--- config.mk ---
export PLATFORM = sky130hd
export DESIGN_NAME = erc_judge
export DESIGN_NICKNAME = d
export VERILOG_FILES = /design/src/rtl/erc_pkg.sv /design/src/rtl/erc_judge.sv
export SDC_FILE = /design/constraint.sdc
export NUM_CORES = 1
export LEC_CHECK = 0
export ABC_AREA = 1
export BUFFER_PORTS_ARGS = -buffer_cell sky130_fd_sc_hd__buf_2
export CELL_PAD_IN_SITES_DETAIL_PLACEMENT = 1
export CELL_PAD_IN_SITES_GLOBAL_PLACEMENT = 2
export CORE_MARGIN = 10
export CORE_UTILIZATION = 19
export DETAILED_ROUTE_END_ITERATION = 10
export GPL_ROUTABILITY_DRIVEN = 0
export PLACE_DENSITY = 0.82
export SETUP_SLACK_MARGIN = 0.15
export SLEW_MARGIN = 0
export SYNTH_ARGS = -nofsm -noshare
export SYNTH_HDL_FRONTEND = slang
export SYNTH_SLANG_ARGS = --single-unit
export TNS_END_PERCENT = 5
--- constraint.sdc ---
create_clock -name vclk -period 1.88
set_clock_uncertainty 0.05 [all_clocks]
set_input_delay 0.094 -clock vclk [all_inputs]
set_output_delay 0.094 -clock vclk [all_outputs]
set_load 0.03 [all_outputs]
--- src/rtl/erc_pkg.sv ---
package erc_pkg;

   // Fixed field widths of the request and response channels.
   localparam int EDGE_W = 8;
   localparam int SRC_W  = 4;
   localparam int SEQ_W  = 32;
   localparam int TIME_W = 32;
   localparam int DEC_W  = 3;

   // Default table sizes.
   localparam int NUM_EDGES_DEF    = 256;
   localparam int SOURCE_COUNT_DEF = 16;

   // A sequence number of zero never counts as a valid sequence.
   localparam logic [SEQ_W-1:0] SEQ_NONE = '0;

   typedef enum logic [DEC_W-1:0] {
      DEC_APPLIED   = 3'd0,
      DEC_DOMINATED = 3'd1,
      DEC_DUPLICATE = 3'd2,
      DEC_STALE     = 3'd3,
      DEC_CONFLICT  = 3'd4,
      DEC_INVALID   = 3'd5
   } decision_type;

   // One entry of the per-(source, edge) progress table.
   typedef struct packed {
      logic              valid;
      logic [SEQ_W-1:0]  sequence_num;
      logic [TIME_W-1:0] obs_time;
      logic              blocked;
   } prog_entry_type;

   // One entry of the per-edge winner overlay.
   typedef struct packed {
      logic              valid;
      logic [SRC_W-1:0]  source;
      logic [TIME_W-1:0] obs_time;
      logic              blocked;
   } overlay_entry_type;

   // Fields of one response.
   typedef struct packed {
      decision_type      decision;
      logic [SEQ_W-1:0]  recorded_sequence;
      logic              winner_valid;
      logic [SRC_W-1:0]  winner_source;
      logic [TIME_W-1:0] winner_time;
      logic              winner_blocked;
   } result_type;

   // Write controls from the decision logic to the tables.
   typedef struct packed {
      logic              prog_we;
      prog_entry_type    prog_wdata;
      logic              ovl_we;
      overlay_entry_type ovl_wdata;
   } update_type;

endpackage

--- src/rtl/erc_judge.sv ---
module erc_judge (
   input  logic                       invalid,
   input  logic [erc_pkg::SRC_W-1:0]  source_id,
   input  logic [erc_pkg::SEQ_W-1:0]  sequence_req,
   input  logic [erc_pkg::TIME_W-1:0] observed_time,
   input  logic                       blocked,
   input  erc_pkg::prog_entry_type    prog,
   input  erc_pkg::overlay_entry_type ovl,
   output erc_pkg::update_type        upd,
   output erc_pkg::result_type        res
);
   import erc_pkg::*;

   logic              wins;
   logic              dominated;
   overlay_entry_type ovl_after;

   // The event beats the stored winner by newer time, then blocked over open,
   // then the higher source.
   always_comb begin
      if (observed_time != ovl.obs_time) begin
         wins = observed_time > ovl.obs_time;
      end else if (blocked != ovl.blocked) begin
         wins = blocked;
      end else begin
         wins = source_id > ovl.source;
      end
   end

   assign dominated = ovl.valid && (ovl.source != source_id) && !wins;

   always_comb begin
      upd                        = '0;
      upd.prog_wdata.valid        = 1'b1;
      upd.prog_wdata.sequence_num = sequence_req;
      upd.prog_wdata.obs_time     = observed_time;
      upd.prog_wdata.blocked      = blocked;
      upd.ovl_wdata.valid         = 1'b1;
      upd.ovl_wdata.source        = source_id;
      upd.ovl_wdata.obs_time      = observed_time;
      upd.ovl_wdata.blocked       = blocked;
      res                         = '0;

      if (invalid) begin
         res.decision = DEC_INVALID;
      end else if (sequence_req == SEQ_NONE ||
                   (prog.valid && sequence_req < prog.sequence_num)) begin
         res.decision = DEC_STALE;
      end else if (prog.valid && sequence_req == prog.sequence_num) begin
         if (prog.obs_time == observed_time && prog.blocked == blocked) begin
            res.decision = DEC_DUPLICATE;
         end else begin
            res.decision = DEC_CONFLICT;
         end
      end else begin
         upd.prog_we  = 1'b1;
         upd.ovl_we   = !dominated;
         res.decision = dominated ? DEC_DOMINATED : DEC_APPLIED;
      end

      ovl_after = upd.ovl_we ? upd.ovl_wdata : ovl;

      if (!invalid) begin
         if (upd.prog_we) begin
            res.recorded_sequence = sequence_req;
         end else if (prog.valid) begin
            res.recorded_sequence = prog.sequence_num;
         end
         if (ovl_after.valid) begin
            res.winner_valid   = 1'b1;
            res.winner_source  = ovl_after.source;
            res.winner_time    = ovl_after.obs_time;
            res.winner_blocked = ovl_after.blocked;
         end
      end
   end

endmodule

* Yosys cells after proc, flatten, opt, wreduce, memory -nomap -nowiden
Index checks and enable logic that the tools add are counted. Widths: inputs -> output; s select.
Storage, ports and cells: register bits 0, latch bits 0, bits in writable memories 0, bits in read-only memories 0, input bits 174, output and inout port bits 179, word-level logic and storage cells 36, memories kept 0
Operators by class: add/subtract/negate cells 0, multiply operators 0, div/mod/pow operators 0, order comparisons 3, equal/unequal tests 6, shift-type cells 0, mux-type cells 18, bitwise logic cells 0, reductions and logical operators 9
Operators by type and width (number):
- $mux 38 | 2
- $mux 70 | 1
- $eq 32x32->1 | 2
- $mux 32 | 2
- $gt 32x32->1 | 1
- $logic_not 32->1 | 1
- $lt 32x32->1 | 1
- $ne 32x32->1 | 1
- $mux 3 | 4
- $mux 1 | 9
- $logic_and 1x1->1 | 5
- $gt 4x4->1 | 1
- $ne 4x4->1 | 1
- $logic_not 1->1 | 2
- $eq 1x1->1 | 1
- $logic_or 1x1->1 | 1
- $ne 1x1->1 | 1

* Logic depth before layout (Yosys ltp)
Gate-level depths: netlist of run 1.
depth after elaboration 12, mapped depth 20, depth with buffers taken out 18

* Worst setup path after synthesis of run 1
No wires, ideal clock.
path type input-to-output, start point input prog[64] in the netlist's numbering, end point output res[28] in the netlist's numbering, arrival time 2.019 ns, required time 1.736 ns, setup slack -0.283 ns, cell stages on the path 13, path buffers 2, cell sequence inv_1 -> ha_1 -> nand2_1 -> nor3_2 -> and3_1 -> nand2_1 -> nand2_2 -> nand2_2 -> nor2_4 -> buf_6 -> buf_6 -> a21oi_1 -> nor2_1
RTL lines:
- start, declared | RTL line erc_judge.sv:7 | input erc_pkg::prog_entry_type prog,
- end, declared | RTL line erc_judge.sv:10 | output erc_pkg::result_type res

==> results.sh, run 1 <==
export IMPL_antenna_found_initial=3
export IMPL_max_freq_mhz=425.8
export IMPL_io_buffer_count=351
export IMPL_fin_crit_sh=1.249
export IMPL_seqPwrFrac=0
export IMPL_drive_gt1_frac=0.6075
export IMPL_p_int_mw=1.463
export IMPL_start_util=0.1943
export IMPL_dp_worst_setup_slack_ps=-643.1
export IMPL_seq_cell_count=0
export IMPL_drc=0
export IMPL_grt_pass1_wl_um=42150
export IMPL_setup_ws_ps=-468.6
export IMPL_vias_per_cell=4.317
export IMPL_ant_nets=0
export IMPL_finalWirelength_um=30870
export IMPL_hold_class="primary input to output pin"
export IMPL_p_leak_nw=5.174
export IMPL_critical_path_arrival_ps=2200
export IMPL_report_final_setup_viol=74
export IMPL_cp_start_kind="primary input"
export IMPL_overflow=0
export IMPL_detailroute_via_count=6882
export IMPL_finalHoldViolCount=0
export IMPL_fillerInstances=3207
export IMPL_synth_compound_area_share=0.09329
export IMPL_violations="negative setup slack"
export IMPL_postCtsHoldBufs=0
export IMPL_core_area_sq_um=25330
export IMPL_synthCells=906
export IMPL_synth_simple_gate_area_frac=0.3630
export IMPL_most_common_layout_cells="268 x buf_2, 181 x nand2_1, 131 x inv_1"
export IMPL_mostFrequentLayoutCell="buf_2"
export IMPL_rsz0062_at_grt="true"
export IMPL_drt_first_iter_violations=155
export IMPL_dieWidth_um=181.0
export IMPL_dieArea_sq_um=32740
export IMPL_first_pass_iters=4
export IMPL_worst_slew_pin_slew_ps=604.5
export IMPL_critPathRequiredTime_ps=1740
export IMPL_synth_top_family_by_area="simple AND/OR/NAND/NOR gates"
export IMPL_fin_crit_ps=2349
export IMPL_synth_area_mux_share=0
export IMPL_yosysTopAreaCellShare=0.1952
export IMPL_hold_depth=2
export IMPL_wl_per_cell_um=19.37
export IMPL_ioPinCount=353
export IMPL_synth_fa_ha_area_frac=0.1729
export IMPL_groute_usage_overall=0.1574
export IMPL_worstSetupEndpointType="output pin"
export IMPL_combinationalPowerShare=1.000
export IMPL_synth_top_cell_by_area="nand2_1"
export IMPL_synth_cell_area_sq_um=4922
export IMPL_drv_cap=0
export IMPL_fp_dieH_um=181.0
export IMPL_yosysWarnings=0
export IMPL_grt_pass1_vias=7415
export IMPL_critPathLaunch="prog[62]"
export IMPL_ys_types=29
export IMPL_nets=1505
export IMPL_synth_xor_area_share=0.05338
export IMPL_area_growth_pct=94.43
export IMPL_regArea_sq_um=0
export IMPL_p_total_mw=3.485
export IMPL_multi_input_area_sq_um=4765
export IMPL_hold_slack_ps=415.6
export IMPL_worstPathMaxFanout=6
export IMPL_grt_max_degree=34
export IMPL_synth_avg_cell_area_sq_um=5.433
export IMPL_min_from="source_id[0]"
export IMPL_nClkBuffers=0
export IMPL_ys_top_cells_by_area="nand2_1 20%, ha_1 17%, buf_4 17%"
export IMPL_status="finished, violations left"
export IMPL_power_switching_mw=2.023
export IMPL_ys_seq_area_frac=0
export IMPL_slew_violations=0
export IMPL_placementRows=58
export IMPL_max_slew_margin=0.5970
export IMPL_hpwl_um=22570
export IMPL_critPathKind="primary input to output pin"
export IMPL_ir_worst_vdd_mv=0.1500
export IMPL_clock_power_share=0
export IMPL_switching_share=0.5804
export IMPL_powerDensity_nw_per_um2=364.2
==> area by class of cell <==
cell class         count  area share
diodes                 3   0.0007844
well taps            330     0.04314
repair buffers       492      0.3967
inverters            155     0.06158
multi-input cells    614      0.4978
==> stage by stage <==
stage / utilization / setup TNS (ps) / instances / instance area (sq um)
detailed placement: 0.2906 / -38760 / 1555 / 7361
CTS: 0.3165 / -32860 / 1571 / 8016
global route: 0.3777 / -37370 / 1592 / 9565
global placement: 0.2906 / -40000 / 1555 / 7361
floorplan: - / -1005 / 907 / 5334
finish: 0.3779 / -26940 / 1594 / 9570
==> synthesized netlist by cell type (8+ instances only) <==
cell type	number
nand4_1	13
buf_4	109
a21oi_2	10
ha_1	68
nand3_1	45
inv_1	155
buf_2	13
o21ai_0	8
nor2_1	102
a21oi_1	54
xor2_1	10
xnor2_1	20
clkbuf_1	12
nand2_1	256
==> power groups by stage <==
stage | Combinational (mW) | Sequential, mW | Clock, mW
global route | 3.75 | 0 | 0.0000000711
CTS | 2.91 | 0 | 0
finish | 3.49 | 0 | 0.000000213
floorplan | 1.74 | 0 | 0
global placement | 2.54 | 0 | 0
detailed placement | 2.58 | 0 | 0
==> worst max-delay path, stage by stage <==
cell and delay [ps]:
buf_2 90, inv_1 70, ha_4 280, nand2_2 70, nor3_4 210, and3_4 220
nand2_2 50, nand2_2 80, buf_6 100, nand4_4 160, nand2_8 210, clkbuf_16 180
buf_6 100, nand2_4 50, nor2_4 100, buf_6 130
==> what timing repair did <==
action,4_1_cts,5_1_grt
pin swaps,18,68
setup endpoints to repair,75,75
gates cloned,8,10
setup buffers,8,10
resized for setup,98,345
==> per-layer routing <==
metal	track usage	up-vias	wire length (um)
li1	-	3398	-
met1	0.1793	3281	12470
met2	0.3068	184	16500
met3	0.02937	17	1574
met4	0.009112	2	316
met5	0	-	8
==> worst paths after layout <==
path              endpoint  slack, ps
setup / recovery    res[0]       -470
hold / removal     upd[33]        420
==> kinds of logic (layout without fill, tap and decap cells) <==
group | after synthesis | after routing
buf+inv | 293 | 647
other cells | 1 | 5
xor+xnor | 30 | 30
fa+ha+maj | 68 | 68
simple gates | 434 | 434
compound gates | 80 | 80
Power figures use the tool's default switching activity.
==> run 2: changes to the inputs <==
--- a/config.mk
+++ b/config.mk
@@ -13,7 +13,7 @@
 export CORE_UTILIZATION = 19
 export DETAILED_ROUTE_END_ITERATION = 10
 export GPL_ROUTABILITY_DRIVEN = 0
-export PLACE_DENSITY = 0.82
+export PLACE_DENSITY_LB_ADDON = 0.1
 export SETUP_SLACK_MARGIN = 0.15
 export SLEW_MARGIN = 0
 export SYNTH_ARGS = -nofsm -noshare
==> results.sh, run 2 (synthesized netlist as in run 1, its figures left out) <==
export IMPL_powerDensity_nw_per_um2=354.1
export IMPL_fin_setup_tns_ps=-29800
export IMPL_regArea_sq_um=0
export IMPL_report_final_setup_viol=75
export IMPL_overflow=0
export IMPL_path_cells="buf_8 -> inv_4 -> ha_4 -> nand4_1 -> nor3_2 -> and3_4 -> nand2_2 -> nand2_2 -> nand2_2 -> nor2_4 -> buf_12 -> clkbuf_16 -> nand3_1 -> nand2_2 -> nor2_4 -> buf_4"
export IMPL_most_common_layout_cells="279 x buf_2, 197 x nand2_1, 150 x inv_1"
export IMPL_mostFrequentLayoutCell="buf_2"
export IMPL_vias_per_cell=4.157
export IMPL_slowest_stage="ha_4"
export IMPL_drt_first_iter_violations=167
export IMPL_nClkBuffers=0
export IMPL_worst_slew_pin_slew_ps=569.6
export IMPL_nets=1530
export IMPL_crit_path_frequent_cell="nand2_2"
export IMPL_grt_max_degree=38
export IMPL_status="finished, violations left"
export IMPL_ioPinCount=353
export IMPL_dieArea_sq_um=32740
export IMPL_cp_start_kind="primary input"
export IMPL_fin_crit_ps=2366
export IMPL_grt_pass1_wl_um=39430
export IMPL_ant_nets=0
export IMPL_hold_class="primary input to output pin"
export IMPL_placementRows=58
export IMPL_critPathKind="primary input to output pin"
export IMPL_p_leak_nw=5.212
export IMPL_start_util=0.1943
export IMPL_drv_cap=0
export IMPL_slew_violations=0
export IMPL_worstPathMaxFanout=12
export IMPL_wl_per_cell_um=17.00
export IMPL_rsz0062_at_grt="true"
export IMPL_groute_usage_overall=0.1459
export IMPL_hold_slack_ps=431.2
export IMPL_grt_pass1_vias=6995
export IMPL_fin_crit_sh=1.258
export IMPL_drc=0
export IMPL_setup_ws_ps=-485.9
export IMPL_fp_dieH_um=181.0
export IMPL_ir_worst_vdd_mv=0.1300
export IMPL_seq_cell_count=0
export IMPL_postCtsHoldBufs=0
export IMPL_area_growth_pct=87.11
export IMPL_critPathRequiredTime_ps=1740
export IMPL_finalHoldViolCount=0
export IMPL_drive_gt1_frac=0.5677
export IMPL_hpwl_um=22100
export IMPL_violations="negative setup slack"
export IMPL_worstSetupEndpointType="output pin"
export IMPL_dieWidth_um=181.0
export IMPL_max_slew_margin=0.6203
export IMPL_max_stage_delay_ps=260
export IMPL_antenna_found_initial=1
export IMPL_dp_worst_setup_slack_ps=-645.8
export IMPL_finalWirelength_um=27510
export IMPL_io_buffer_count=351
export IMPL_first_pass_iters=4
export IMPL_max_freq_mhz=422.7
export IMPL_critical_path_arrival_ps=2220
export IMPL_detailroute_via_count=6726
export IMPL_core_area_sq_um=25330
==> run 2: report_power, final <==
part            total (mW)  internal (mW)  switching, mW
Clock          0.000000143    0.000000143              0
Sequential               0              0              0
Combinational         3.26           1.39           1.87
==> run 2: path summary, 6_finish.rpt <==
path / from / slack, ps / depth (start not counted) / end
hold / removal: sequence_req[9] / 430 / 2 / upd[81]
setup / recovery: prog[60] / -490 / 16 / res[2]
==> run 2: area by class of cell <==
cell class	count	area, sq um
Timing Repair Buffer	517	3914
Antenna cell	2	5.005
Fill cell	3297	16120
Multi-Input combinational cell	614	4294
Inverter	155	584.3
Tap cell	330	412.9
==> run 2: what timing repair did <==
action	4_1_cts	5_1_grt
setup endpoints to repair	75	75
gates resized for setup	100	214
buffers inserted	8	9
pin swaps	8	30
gates cloned	5	10
==> run 2: worst max-delay path, delay by kind of cell <==
kind | cells | cell delay [ps]
simple gates | 10 | 1190
fa+ha+maj | 1 | 260
buf+inv | 5 | 670
==> run 2: per-layer routing <==
layer | GRT usage | wire (um) | vias to the layer above
met4 | 0.002278 | 150 | 2
met2 | 0.2619 | 13490 | 185
met3 | 0.03736 | 1839 | 9
li1 | - | - | 3449
met5 | 0 | 18 | -
met1 | 0.1803 | 12010 | 3081
==> run 2: stage by stage <==
stage          area [sq um]  utilization  std cells  power, mW
2_1_floorplan          5334            -        907      1.736
3_3_place_gp           7624       0.3010       1584      2.623
3_5_place_dp           7624       0.3010       1584      2.630
4_1_cts                8173       0.3227       1597      2.893
5_1_grt                9205       0.3635       1616      3.546
6_report               9210       0.3637       1618      3.262
